<file path="src/rtl/core/bapd_pkg.sv">
// Shared types and constants for the BLE advertising packet deframer.
// Used by the channel interfaces, the parser core and the top level.
`timescale 1ns / 1ps

package bapd_pkg;

    // Field widths
    localparam int BYTE_W   = 8;
    localparam int TYPE_W   = 3;
    localparam int LEN_W    = 6;
    localparam int ADDR_W   = 32;
    localparam int WIN_W    = 40;
    localparam int FILL_W   = 3;
    localparam int CFG_IDX_W = 1;

    // Configuration register indexes
    localparam logic [CFG_IDX_W-1:0] CFG_IDX_PREAMBLE = 1'b0;
    localparam logic [CFG_IDX_W-1:0] CFG_IDX_ACCESS   = 1'b1;

    // Reset values of the configuration registers
    localparam logic [BYTE_W-1:0] PREAMBLE_RST    = 8'hAA;
    localparam logic [ADDR_W-1:0] ACCESS_ADDR_RST = 32'hD6BE898E;

    // Window fill level at which a full preamble plus address is present
    localparam logic [FILL_W-1:0] WIN_FULL = 3'd5;

    // Highest PDU type code that is accepted
    localparam logic [3:0] TYPE_MAX = 4'd6;

    // Parser phases
    typedef enum logic [1:0] {
        PH_HUNT = 2'd0,
        PH_HDR1 = 2'd1,
        PH_HDR2 = 2'd2,
        PH_DATA = 2'd3
    } t_phase;

    // Configuration register contents
    typedef struct packed {
        logic [BYTE_W-1:0] preamble;
        logic [ADDR_W-1:0] access_addr;
    } t_cfg;

    // One result word
    typedef struct packed {
        logic [BYTE_W-1:0] payload_byte;
        logic [TYPE_W-1:0] pdu_type;
        logic [LEN_W-1:0]  packet_length;
        logic [LEN_W-1:0]  byte_index;
        logic              is_empty;
        logic              last;
    } t_result;

endpackage

</file>
<file path="src/rtl/core/bapd_in_if.sv">
// Input byte channel: valid/ready handshake carrying one received byte.
// Depends on bapd_pkg for widths.
`timescale 1ns / 1ps

interface bapd_in_if;
    logic                         valid;
    logic                         ready;
    logic [bapd_pkg::BYTE_W-1:0]  in_byte;

    modport source (output valid, output in_byte, input ready);
    modport sink   (input valid, input in_byte, output ready);
endinterface

</file>
<file path="src/rtl/core/bapd_out_if.sv">
// Result channel: valid/ready handshake carrying one payload result word.
// Depends on bapd_pkg for widths.
`timescale 1ns / 1ps

interface bapd_out_if;
    logic                         valid;
    logic                         ready;
    logic [bapd_pkg::BYTE_W-1:0]  payload_byte;
    logic [bapd_pkg::TYPE_W-1:0]  pdu_type;
    logic [bapd_pkg::LEN_W-1:0]   packet_length;
    logic [bapd_pkg::LEN_W-1:0]   byte_index;
    logic                         is_empty;
    logic                         last;

    modport source (output valid, output payload_byte, output pdu_type,
                    output packet_length, output byte_index, output is_empty,
                    output last, input ready);
    modport sink   (input valid, input payload_byte, input pdu_type,
                    input packet_length, input byte_index, input is_empty,
                    input last, output ready);
endinterface

</file>
<file path="src/rtl/core/bapd_cfg_if.sv">
// Configuration write channel: valid/ready with register index and data.
// Depends on bapd_pkg for widths.
`timescale 1ns / 1ps

interface bapd_cfg_if;
    logic                           valid;
    logic                           ready;
    logic [bapd_pkg::CFG_IDX_W-1:0] index;
    logic [bapd_pkg::ADDR_W-1:0]    data;

    modport source (output valid, output index, output data, input ready);
    modport sink   (input valid, input index, input data, output ready);
endinterface

</file>
<file path="src/rtl/core/bapd_parser.sv">
// Parser core: sliding-window sync hunt, header decode and payload counting.
// Depends on bapd_pkg for the phase enum, config and result types.
`timescale 1ns / 1ps

module bapd_parser (
    input  logic                          i_clk,
    input  logic                          i_rst_n,
    input  logic                          i_step,
    input  logic [bapd_pkg::BYTE_W-1:0]   i_byte,
    input  bapd_pkg::t_cfg                i_cfg,
    output logic                          o_has_result,
    output bapd_pkg::t_result             o_result
);

    bapd_pkg::t_phase                 r_phase,  n_phase;
    logic [bapd_pkg::WIN_W-1:0]       r_window, n_window;
    logic [bapd_pkg::FILL_W-1:0]      r_fill,   n_fill;
    logic [bapd_pkg::LEN_W-1:0]       r_length, n_length;
    logic [bapd_pkg::LEN_W-1:0]       r_count,  n_count;
    logic [bapd_pkg::TYPE_W-1:0]      r_type,   n_type;

    logic [bapd_pkg::WIN_W-1:0]       shifted;
    logic [bapd_pkg::FILL_W-1:0]      fill_inc;
    logic                             sync_hit;
    logic [bapd_pkg::LEN_W:0]         count_next;

    // Window after shifting in the current byte, and the sync compare.
    assign shifted  = {r_window[bapd_pkg::WIN_W-bapd_pkg::BYTE_W-1:0], i_byte};
    assign fill_inc = (r_fill < bapd_pkg::WIN_FULL) ? r_fill + 3'd1 : r_fill;
    assign sync_hit = (fill_inc == bapd_pkg::WIN_FULL)
                   && (shifted[bapd_pkg::WIN_W-1 -: bapd_pkg::BYTE_W] == i_cfg.preamble)
                   && (shifted[bapd_pkg::ADDR_W-1:0] == i_cfg.access_addr);
    assign count_next = {1'b0, r_count} + 7'd1;

    // Next state and result for one byte.
    always_comb begin
        n_phase  = r_phase;
        n_window = r_window;
        n_fill   = r_fill;
        n_length = r_length;
        n_count  = r_count;
        n_type   = r_type;
        o_has_result           = 1'b0;
        o_result.payload_byte  = i_byte;
        o_result.pdu_type      = r_type;
        o_result.packet_length = r_length;
        o_result.byte_index    = r_count;
        o_result.is_empty      = 1'b0;
        o_result.last          = 1'b0;
        case (r_phase)
            bapd_pkg::PH_HUNT: begin
                if (sync_hit) begin
                    n_window = '0;
                    n_fill   = '0;
                    n_phase  = bapd_pkg::PH_HDR1;
                end else begin
                    n_window = shifted;
                    n_fill   = fill_inc;
                end
            end
            bapd_pkg::PH_HDR1: begin
                n_length = i_byte[bapd_pkg::LEN_W-1:0];
                n_phase  = bapd_pkg::PH_HDR2;
            end
            bapd_pkg::PH_HDR2: begin
                if (i_byte[3:0] > bapd_pkg::TYPE_MAX) begin
                    // Rejected type: resume hunting with this byte in the window.
                    n_window = {{(bapd_pkg::WIN_W-bapd_pkg::BYTE_W){1'b0}}, i_byte};
                    n_fill   = 3'd1;
                    n_phase  = bapd_pkg::PH_HUNT;
                end else begin
                    n_type  = i_byte[bapd_pkg::TYPE_W-1:0];
                    n_count = '0;
                    if (r_length == '0) begin
                        // Zero-length packet gives a single empty marker.
                        o_has_result           = 1'b1;
                        o_result.payload_byte  = '0;
                        o_result.pdu_type      = i_byte[bapd_pkg::TYPE_W-1:0];
                        o_result.byte_index    = '0;
                        o_result.is_empty      = 1'b1;
                        o_result.last          = 1'b1;
                        n_window = '0;
                        n_fill   = '0;
                        n_phase  = bapd_pkg::PH_HUNT;
                    end else begin
                        n_phase = bapd_pkg::PH_DATA;
                    end
                end
            end
            bapd_pkg::PH_DATA: begin
                o_has_result = 1'b1;
                if (count_next >= {1'b0, r_length}) begin
                    o_result.last = 1'b1;
                    n_window = '0;
                    n_fill   = '0;
                    n_count  = '0;
                    n_phase  = bapd_pkg::PH_HUNT;
                end else begin
                    n_count = count_next[bapd_pkg::LEN_W-1:0];
                end
            end
            default: begin
                n_phase = bapd_pkg::PH_HUNT;
            end
        endcase
    end

    // State registers advance only when a byte is processed.
    always_ff @(posedge i_clk) begin
        if (!i_rst_n) begin
            r_phase  <= bapd_pkg::PH_HUNT;
            r_window <= '0;
            r_fill   <= '0;
            r_length <= '0;
            r_count  <= '0;
            r_type   <= '0;
        end else if (i_step) begin
            r_phase  <= n_phase;
            r_window <= n_window;
            r_fill   <= n_fill;
            r_length <= n_length;
            r_count  <= n_count;
            r_type   <= n_type;
        end
    end

    // The payload counter never reaches the held length while in payload.
    a_count_below_length: assert property (@(posedge i_clk) disable iff (!i_rst_n)
        (r_phase == bapd_pkg::PH_DATA) |-> (r_count < r_length))
        else $error("payload counter reached packet length");

    // A final result sends the parser back to hunting with an empty window.
    a_last_returns_to_hunt: assert property (@(posedge i_clk) disable iff (!i_rst_n)
        (i_step && o_has_result && o_result.last)
            |=> (r_phase == bapd_pkg::PH_HUNT && r_fill == '0 && r_count == '0))
        else $error("parser did not return to hunt after last result");

    // The window fill level saturates at a full window.
    a_fill_bounded: assert property (@(posedge i_clk) disable iff (!i_rst_n)
        r_fill <= bapd_pkg::WIN_FULL)
        else $error("window fill exceeded five bytes");

    // Results only come out of the second header byte or the payload.
    a_result_phase: assert property (@(posedge i_clk) disable iff (!i_rst_n)
        o_has_result |-> (r_phase == bapd_pkg::PH_DATA || r_phase == bapd_pkg::PH_HDR2))
        else $error("result produced outside header or payload phase");

endmodule

</file>
<file path="src/rtl/core/ble_adv_packet_deframer.sv">
// Top level of the BLE advertising packet deframer: input register,
// configuration registers, parser core and output register.
// Depends on bapd_pkg, the three channel interfaces and bapd_parser.
//
// Channel   Direction  Word                       Handshake
// i_in      in         in_byte (8)                valid/ready
// o_out     out        payload result (25 bits)   valid/ready
// i_cfg     in         index (1), data (32)       valid/ready, always ready
//
// One byte is processed per cycle while the output register is free or drains;
// the byte is held in the input register and its result word in the output register.
// Reset (synchronous, active low) returns the parser to hunting with an
// empty window and restores the default preamble and access address.
// A stalled output holds its word while the input register still takes one
// more byte; input ready falls only when both registers are occupied.
`timescale 1ns / 1ps

module ble_adv_packet_deframer (
    input  logic        i_clk,
    input  logic        i_rst_n,
    bapd_in_if.sink     i_in,
    bapd_out_if.source  o_out,
    bapd_cfg_if.sink    i_cfg
);

    logic                         r_in_valid;
    logic [bapd_pkg::BYTE_W-1:0]  r_in_byte;
    logic                         r_out_valid;
    bapd_pkg::t_result            r_out;
    bapd_pkg::t_cfg               r_cfg;

    logic                         step;
    logic                         has_result;
    bapd_pkg::t_result            result;

    // The held byte moves on whenever the output register is free or drains.
    assign step       = r_in_valid && (!r_out_valid || o_out.ready);
    assign i_in.ready = !r_in_valid || step;
    assign i_cfg.ready = 1'b1;

    // Input register.
    always_ff @(posedge i_clk) begin
        if (!i_rst_n) begin
            r_in_valid <= 1'b0;
        end else if (i_in.ready) begin
            r_in_valid <= i_in.valid;
        end
    end

    always_ff @(posedge i_clk) begin
        if (i_in.valid && i_in.ready) begin
            r_in_byte <= i_in.in_byte;
        end
    end

    // Configuration registers.
    always_ff @(posedge i_clk) begin
        if (!i_rst_n) begin
            r_cfg.preamble    <= bapd_pkg::PREAMBLE_RST;
            r_cfg.access_addr <= bapd_pkg::ACCESS_ADDR_RST;
        end else if (i_cfg.valid) begin
            case (i_cfg.index)
                bapd_pkg::CFG_IDX_PREAMBLE: begin
                    r_cfg.preamble <= i_cfg.data[bapd_pkg::BYTE_W-1:0];
                end
                bapd_pkg::CFG_IDX_ACCESS: begin
                    r_cfg.access_addr <= i_cfg.data;
                end
                default: begin
                end
            endcase
        end
    end

    bapd_parser u_parser (
        .i_clk        (i_clk),
        .i_rst_n      (i_rst_n),
        .i_step       (step),
        .i_byte       (r_in_byte),
        .i_cfg        (r_cfg),
        .o_has_result (has_result),
        .o_result     (result)
    );

    // Output register.
    always_ff @(posedge i_clk) begin
        if (!i_rst_n) begin
            r_out_valid <= 1'b0;
        end else if (step) begin
            r_out_valid <= has_result;
        end else if (o_out.ready) begin
            r_out_valid <= 1'b0;
        end
    end

    always_ff @(posedge i_clk) begin
        if (step && has_result) begin
            r_out <= result;
        end
    end

    assign o_out.valid         = r_out_valid;
    assign o_out.payload_byte  = r_out.payload_byte;
    assign o_out.pdu_type      = r_out.pdu_type;
    assign o_out.packet_length = r_out.packet_length;
    assign o_out.byte_index    = r_out.byte_index;
    assign o_out.is_empty      = r_out.is_empty;
    assign o_out.last          = r_out.last;

    // A held byte is never lost: it stays until the parser takes it.
    a_held_byte_kept: assert property (@(posedge i_clk) disable iff (!i_rst_n)
        (r_in_valid && !step) |=> (r_in_valid && $stable(r_in_byte)))
        else $error("held input byte dropped before processing");

    // A result is only written over once the previous one has been taken.
    a_no_overwrite: assert property (@(posedge i_clk) disable iff (!i_rst_n)
        (step && r_out_valid) |-> o_out.ready)
        else $error("output register overwritten while still valid");

    // Input ready only falls when both stages hold a word.
    a_ready_low_full: assert property (@(posedge i_clk) disable iff (!i_rst_n)
        !i_in.ready |-> (r_in_valid && r_out_valid))
        else $error("input stalled with a free stage");

endmodule
</file>
<file path="src/flat_wrapper.sv">
// flat-port wrapper written by rule: the top's interface ports become plain ports
module ble_adv_packet_deframer_flat 
  (i_clk, i_rst_n, i_in_valid, i_in_in_byte, i_in_ready, o_out_valid, o_out_payload_byte, o_out_pdu_type, o_out_packet_length, o_out_byte_index, o_out_is_empty, o_out_last, o_out_ready, i_cfg_valid, i_cfg_index, i_cfg_data, i_cfg_ready);
  bapd_in_if i_in_i ();
  bapd_out_if o_out_i ();
  bapd_cfg_if i_cfg_i ();
  input  logic i_clk;
  input  logic i_rst_n;
  input wire logic [$bits(i_in_i.valid)-1:0] i_in_valid;
  input wire logic [$bits(i_in_i.in_byte)-1:0] i_in_in_byte;
  output wire logic [$bits(i_in_i.ready)-1:0] i_in_ready;
  output wire logic [$bits(o_out_i.valid)-1:0] o_out_valid;
  output wire logic [$bits(o_out_i.payload_byte)-1:0] o_out_payload_byte;
  output wire logic [$bits(o_out_i.pdu_type)-1:0] o_out_pdu_type;
  output wire logic [$bits(o_out_i.packet_length)-1:0] o_out_packet_length;
  output wire logic [$bits(o_out_i.byte_index)-1:0] o_out_byte_index;
  output wire logic [$bits(o_out_i.is_empty)-1:0] o_out_is_empty;
  output wire logic [$bits(o_out_i.last)-1:0] o_out_last;
  input wire logic [$bits(o_out_i.ready)-1:0] o_out_ready;
  input wire logic [$bits(i_cfg_i.valid)-1:0] i_cfg_valid;
  input wire logic [$bits(i_cfg_i.index)-1:0] i_cfg_index;
  input wire logic [$bits(i_cfg_i.data)-1:0] i_cfg_data;
  output wire logic [$bits(i_cfg_i.ready)-1:0] i_cfg_ready;
  assign i_in_i.valid = i_in_valid;
  assign i_in_i.in_byte = i_in_in_byte;
  assign i_in_ready = i_in_i.ready;
  assign o_out_valid = o_out_i.valid;
  assign o_out_payload_byte = o_out_i.payload_byte;
  assign o_out_pdu_type = o_out_i.pdu_type;
  assign o_out_packet_length = o_out_i.packet_length;
  assign o_out_byte_index = o_out_i.byte_index;
  assign o_out_is_empty = o_out_i.is_empty;
  assign o_out_last = o_out_i.last;
  assign o_out_i.ready = o_out_ready;
  assign i_cfg_i.valid = i_cfg_valid;
  assign i_cfg_i.index = i_cfg_index;
  assign i_cfg_i.data = i_cfg_data;
  assign i_cfg_ready = i_cfg_i.ready;
  ble_adv_packet_deframer u_core (.i_clk(i_clk), .i_rst_n(i_rst_n), .i_in(i_in_i), .o_out(o_out_i), .i_cfg(i_cfg_i));
endmodule
</file>
<file path="config.mk">
export PLATFORM = sky130hd
export DESIGN_NAME = ble_adv_packet_deframer_flat
export DESIGN_NICKNAME = d
export VERILOG_FILES = /design/src/rtl/core/bapd_pkg.sv /design/src/rtl/core/bapd_in_if.sv /design/src/rtl/core/bapd_out_if.sv /design/src/rtl/core/bapd_cfg_if.sv /design/src/rtl/core/bapd_parser.sv /design/src/rtl/core/ble_adv_packet_deframer.sv /design/src/flat_wrapper.sv
export SDC_FILE = /design/constraint.sdc
export NUM_CORES = 1
export LEC_CHECK = 0
export ABC_AREA = 1
export BUFFER_PORTS_ARGS = -buffer_cell sky130_fd_sc_hd__buf_4
export CORE_MARGIN = 5
export CORE_UTILIZATION = 58
export CTS_CLUSTER_SIZE = 12
export DETAILED_ROUTE_END_ITERATION = 6
export PLACE_DENSITY = 0.78
export SYNTH_ARGS = -nofsm -noshare
export SYNTH_HDL_FRONTEND = slang
export SYNTH_SLANG_ARGS = --single-unit
</file>
<file path="constraint.sdc">
create_clock -name i_clk -period 2.65 [get_ports i_clk]
set_input_delay 0.795 -clock i_clk [delete_from_list [all_inputs] [get_ports i_clk]]
set_output_delay 0.795 -clock i_clk [all_outputs]
set_load 0.01 [all_outputs]
</file>
==> summary.txt <==
Outcome
  • Outcome: completed

Clock network
  • Number of setup buffers added after CTS: 0
  • Htree depth: 4
  • Clock Root Buffer: clkbuf_8
  • CTS Buf Count: 17
  • Clock tree buffer depth: 2
  • CTS tree: built
  • Clock Latency Late Sink: 530 ps
  • CTS hold repair buffers: 0
  • Clock Sinks: 127
  • Post_cts resized: 0
  • Clock-pin transition on the worst setup and hold timing paths: 60 ps

Drt
  • Antenna Nets Post-Route: 0
  • Drt first pass iters: 5
  • DR vias: 5,383
  • Total wire length: 14,900 um
  • # DRC: 0
  • Vias per std cell: 5.33
  • DRT iter0 DRCs: 451
  • Post-DR wirelength/cell: 14.8 um

Timing
  • Final hold vios: 0
  • Max Clk Rate: 396 MHz
  • Slew margin rel.: 50.2%
  • Worst clock skew: 9.11 ps
  • Total Neg Setup Slack: 0 ps
  • Final setup viols: 0
  • Slew @ Worst Pin: 743 ps
  • RSZ-0062 raised after global routing: no
  • Min Hold Slack: 436 ps
  • Fin crit share: 95.3%
  • Final Max Slew Viols: 0
  • Min cycle time layout: 2520 ps

Final layout
  • Ant. Diodes: 0
  • Net count, final: 914
  • P&R area growth vs syn: 19.8%
  • Share of layout cells above drive strength 1: 22.2%

Min path
  • WHS Path Cells: 0
  • Worst Hold Path EP: u_core.o_out.packet_length[3]$_DFFE_PP_
  • HP Class: register to register
  • Hold Path Origin: u_core.u_parser.r_length[3]$_SDFFE_PN0P_

Floorplanning
  • Die H: 113 um
  • Die width: 113 um
  • IO Count: 74
  • Starting density of the core: 59.6%
  • Full die area: 12,800 um^2
  • FP Rows: 37
  • Core Footprint: 10,400 um^2

Power and ir drop
  • Max VDD drop: 0.343 mV
  • Tot Pwr: 4.68 mW
  • Total power divided by cell area: 632 nW/um^2
  • P_leak: 3.16 nW

Setup path
  • Worst Path Required: 3070 ps
  • Worst Path Arrival: 2950 ps
  • Origin of the critical flop-to-flop path: u_core.u_parser.r_count[1]$_SDFFE_PN0P_
  • Reg-to-reg endpoint: u_core.u_parser.r_window[0]$_SDFFE_PN0P_
  • Critical Path Fanout Max: 18
  • Setup crit end kind: register
  • Cell depth of the worst flop-to-flop path: 12
  • WS Path Type: register to register
  • R2R Setup Slk: 130 ps
  • Startpoint types: register

Global route
  • Vias in the first global route: 5,309
  • Gr usage total: 24.0%
  • GRT Residual Overflow: 0
  • First-pass GRT wire length: 24,600 um
  • Pin count of the biggest net entering global routing: 51
  • Initial antenna violation count: 0

Synth
  • Synth Instances: 787
  • Sequential area share after synthesis: 46.5%
  • Seq cells post-synth: 127
  • Mapped Area: 6180 um^2
  • Syn_area_per_cell: 7.85 um^2
  • Ys Warns: 0
  • Syn Nets: 841
  • Yosys cell types: 38

Placement
  • PortBufs: 72
  • Gp weighted congestion: 0.889
  • Final HPWL from detailed placement: 10,500 um

Job
  • Max cap viols: 0
## per-stage QoR
stage | setup WS (ps) | instance area [um^2] | utilization, % | std cells
after floorplan | 379 | 6180 | - | 787
after global placement | 312 | 6820 | 65.8 | 977
after detailed placement | 179 | 6820 | 65.8 | 977
after CTS | 96.8 | 7390 | 71.2 | 1009
after global routing | 3.92 | 7400 | 71.4 | 1009
final | 126 | 7400 | 71.4 | 1009
## how the worst max path moves through the flow
stage | startpoint | end | slack, ps | cells past startpoint
after floorplan | o_out_ready | u_core.o_out.byte_index[0]$_DFFE_PP_ | 380 | 6
after global placement | u_core.u_parser.r_count[2]$_SDFFE_PN0P_ | u_core.u_parser.r_window[3]$_SDFFE_PN0P_ | 310 | 13
after detailed placement | u_core.u_parser.r_count[2]$_SDFFE_PN0P_ | u_core.u_parser.r_window[1]$_SDFFE_PN0P_ | 180 | 12
after CTS | u_core.u_parser.r_count[2]$_SDFFE_PN0P_ | u_core.u_parser.r_window[0]$_SDFFE_PN0P_ | 100 | 12
after global routing | u_core.u_parser.r_count[1]$_SDFFE_PN0P_ | u_core.u_parser.r_window[0]$_SDFFE_PN0P_ | 4 | 12
final | u_core.u_parser.r_count[1]$_SDFFE_PN0P_ | u_core.u_parser.r_window[0]$_SDFFE_PN0P_ | 130 | 12
## critical path, stage by stage (launching register included)
cell     delay, ps
dfxtp_1        400
nand3_1        170
nor3_2         190
xor2_1         220
ha_1           290
a21oi_1        170
nand2_1         60
nor2_1         160
nand3_2        150
nand3_4        130
buf_6          190
nand2_1         90
a21oi_1        180
## registers in the layout, summed over array words and instances, names as in the netlist
signal,count
u_core.o_out.packet_length,6
u_core.o_out.is_empty,1
u_core.r_in_valid,1
u_core.o_out.pdu_type,3
u_core.u_parser.r_fill,3
u_core.u_parser.r_count,6
u_core.r_cfg,40
u_core.o_out.payload_byte,8
u_core.r_in_byte,8
u_core.u_parser.r_phase,2
u_core.u_parser.r_type,3
u_core.u_parser.r_window,32
u_core.o_out.last,1
u_core.o_out.valid,1
u_core.o_out.byte_index,6
u_core.u_parser.r_length,6
## power by group
part           switching [mW]  internal (mW)  leakage, nW  total, mW
combinational           0.222          0.145         1.77      0.367
clock                   0.838           1.37        0.286       2.20
sequential             0.0570           2.05         1.10       2.11
total                    1.12           3.56         3.16       4.68
## per-layer routing
| metal | GRT usage (%) | routed length [um] | up-vias |
|---|---|---|---|
| li1 | - | - | 2660 |
| met1 | 27.4 | 6010 | 2506 |
| met2 | 43.5 | 7580 | 177 |
| met3 | 5.51 | 894 | 40 |
| met4 | 8.81 | 442 | 0 |
| met5 | 0 | 0 | - |
## kinds of logic after synthesis
family,share of synthesized area [%]
adder cells (fa/ha/maj),1.62
buffers and inverters,10.2
other,0.0607
AND/OR/NAND/NOR,27.0
AO/OA/AOI/OAI,13.2
XOR/XNOR,1.42
flip-flops,46.5
## cells in the final DEF, fill, tap and decap left out, types with 2 or more instances in the layout
cell       instances
a21oi_2           27
dfxtp_1           93
nand3b_1           2
nand2_2            2
inv_1            107
nand2_1          217
clkinv_2           6
clkbuf_8           4
a21oi_1           41
nor2_1            64
xnor2_1            5
buf_6              2
nor2_4             3
inv_2             11
o21ai_0           36
nand3_2           31
buf_12             2
o211ai_1          20
ha_1               8
nor3_2             3
buf_4             78
clkbuf_16         17
nand4_1            3
clkinv_1           3
xor2_1             5
edfxtp_1          33
nand3_1           35
## area by class of cell
class                      count  area, um^2
multi-input combinational    510        2680
sequential                   127        2870
inverter                     122         463
clock buffer                  22         484
clock inverter                10        82.6
tap                          136         170
fill                         823        2970
timing repair buffer          82         648
## cell usage after synthesis
library cell  count  area [um^2]
xnor2_1           5         43.8
a21oi_4           1         16.3
clkbuf_1         17         63.8
nor2_1           64          240
inv_6             1         8.76
xor2_1            5         43.8
nor3_2            2         20.0
conb_1            1         3.75
dfxtp_1          94         1880
buf_2             3         15.0
nand3_1          35          175
o21ai_1           1         5.00
nand3_2          31          310
o211ai_1         20          150
nand2_1         217          815
buf_1             1         3.75
nand3b_1          2         15.0
nor2_4            3         33.8
o21ai_0          36          180
inv_1           107          402
buf_8             1         15.0
nand4_1           3         18.8
a21oi_2          27          236
buf_6             3         33.8
a31oi_1           1         6.26
edfxtp_1         33          991
buf_12            1         20.0
a21oi_1          41          205
nand3_4           1         17.5
a22oi_1           1         7.51
nor3_1            1         5.00
clkinv_1          3         11.3
a21boi_0          1         7.51
ha_1              8          100
buf_4             2         15.0
and3_1            1         6.26
inv_2            11         41.3
nand2_2           2         12.5
Note: power is estimated with default switching activity, not from simulation.
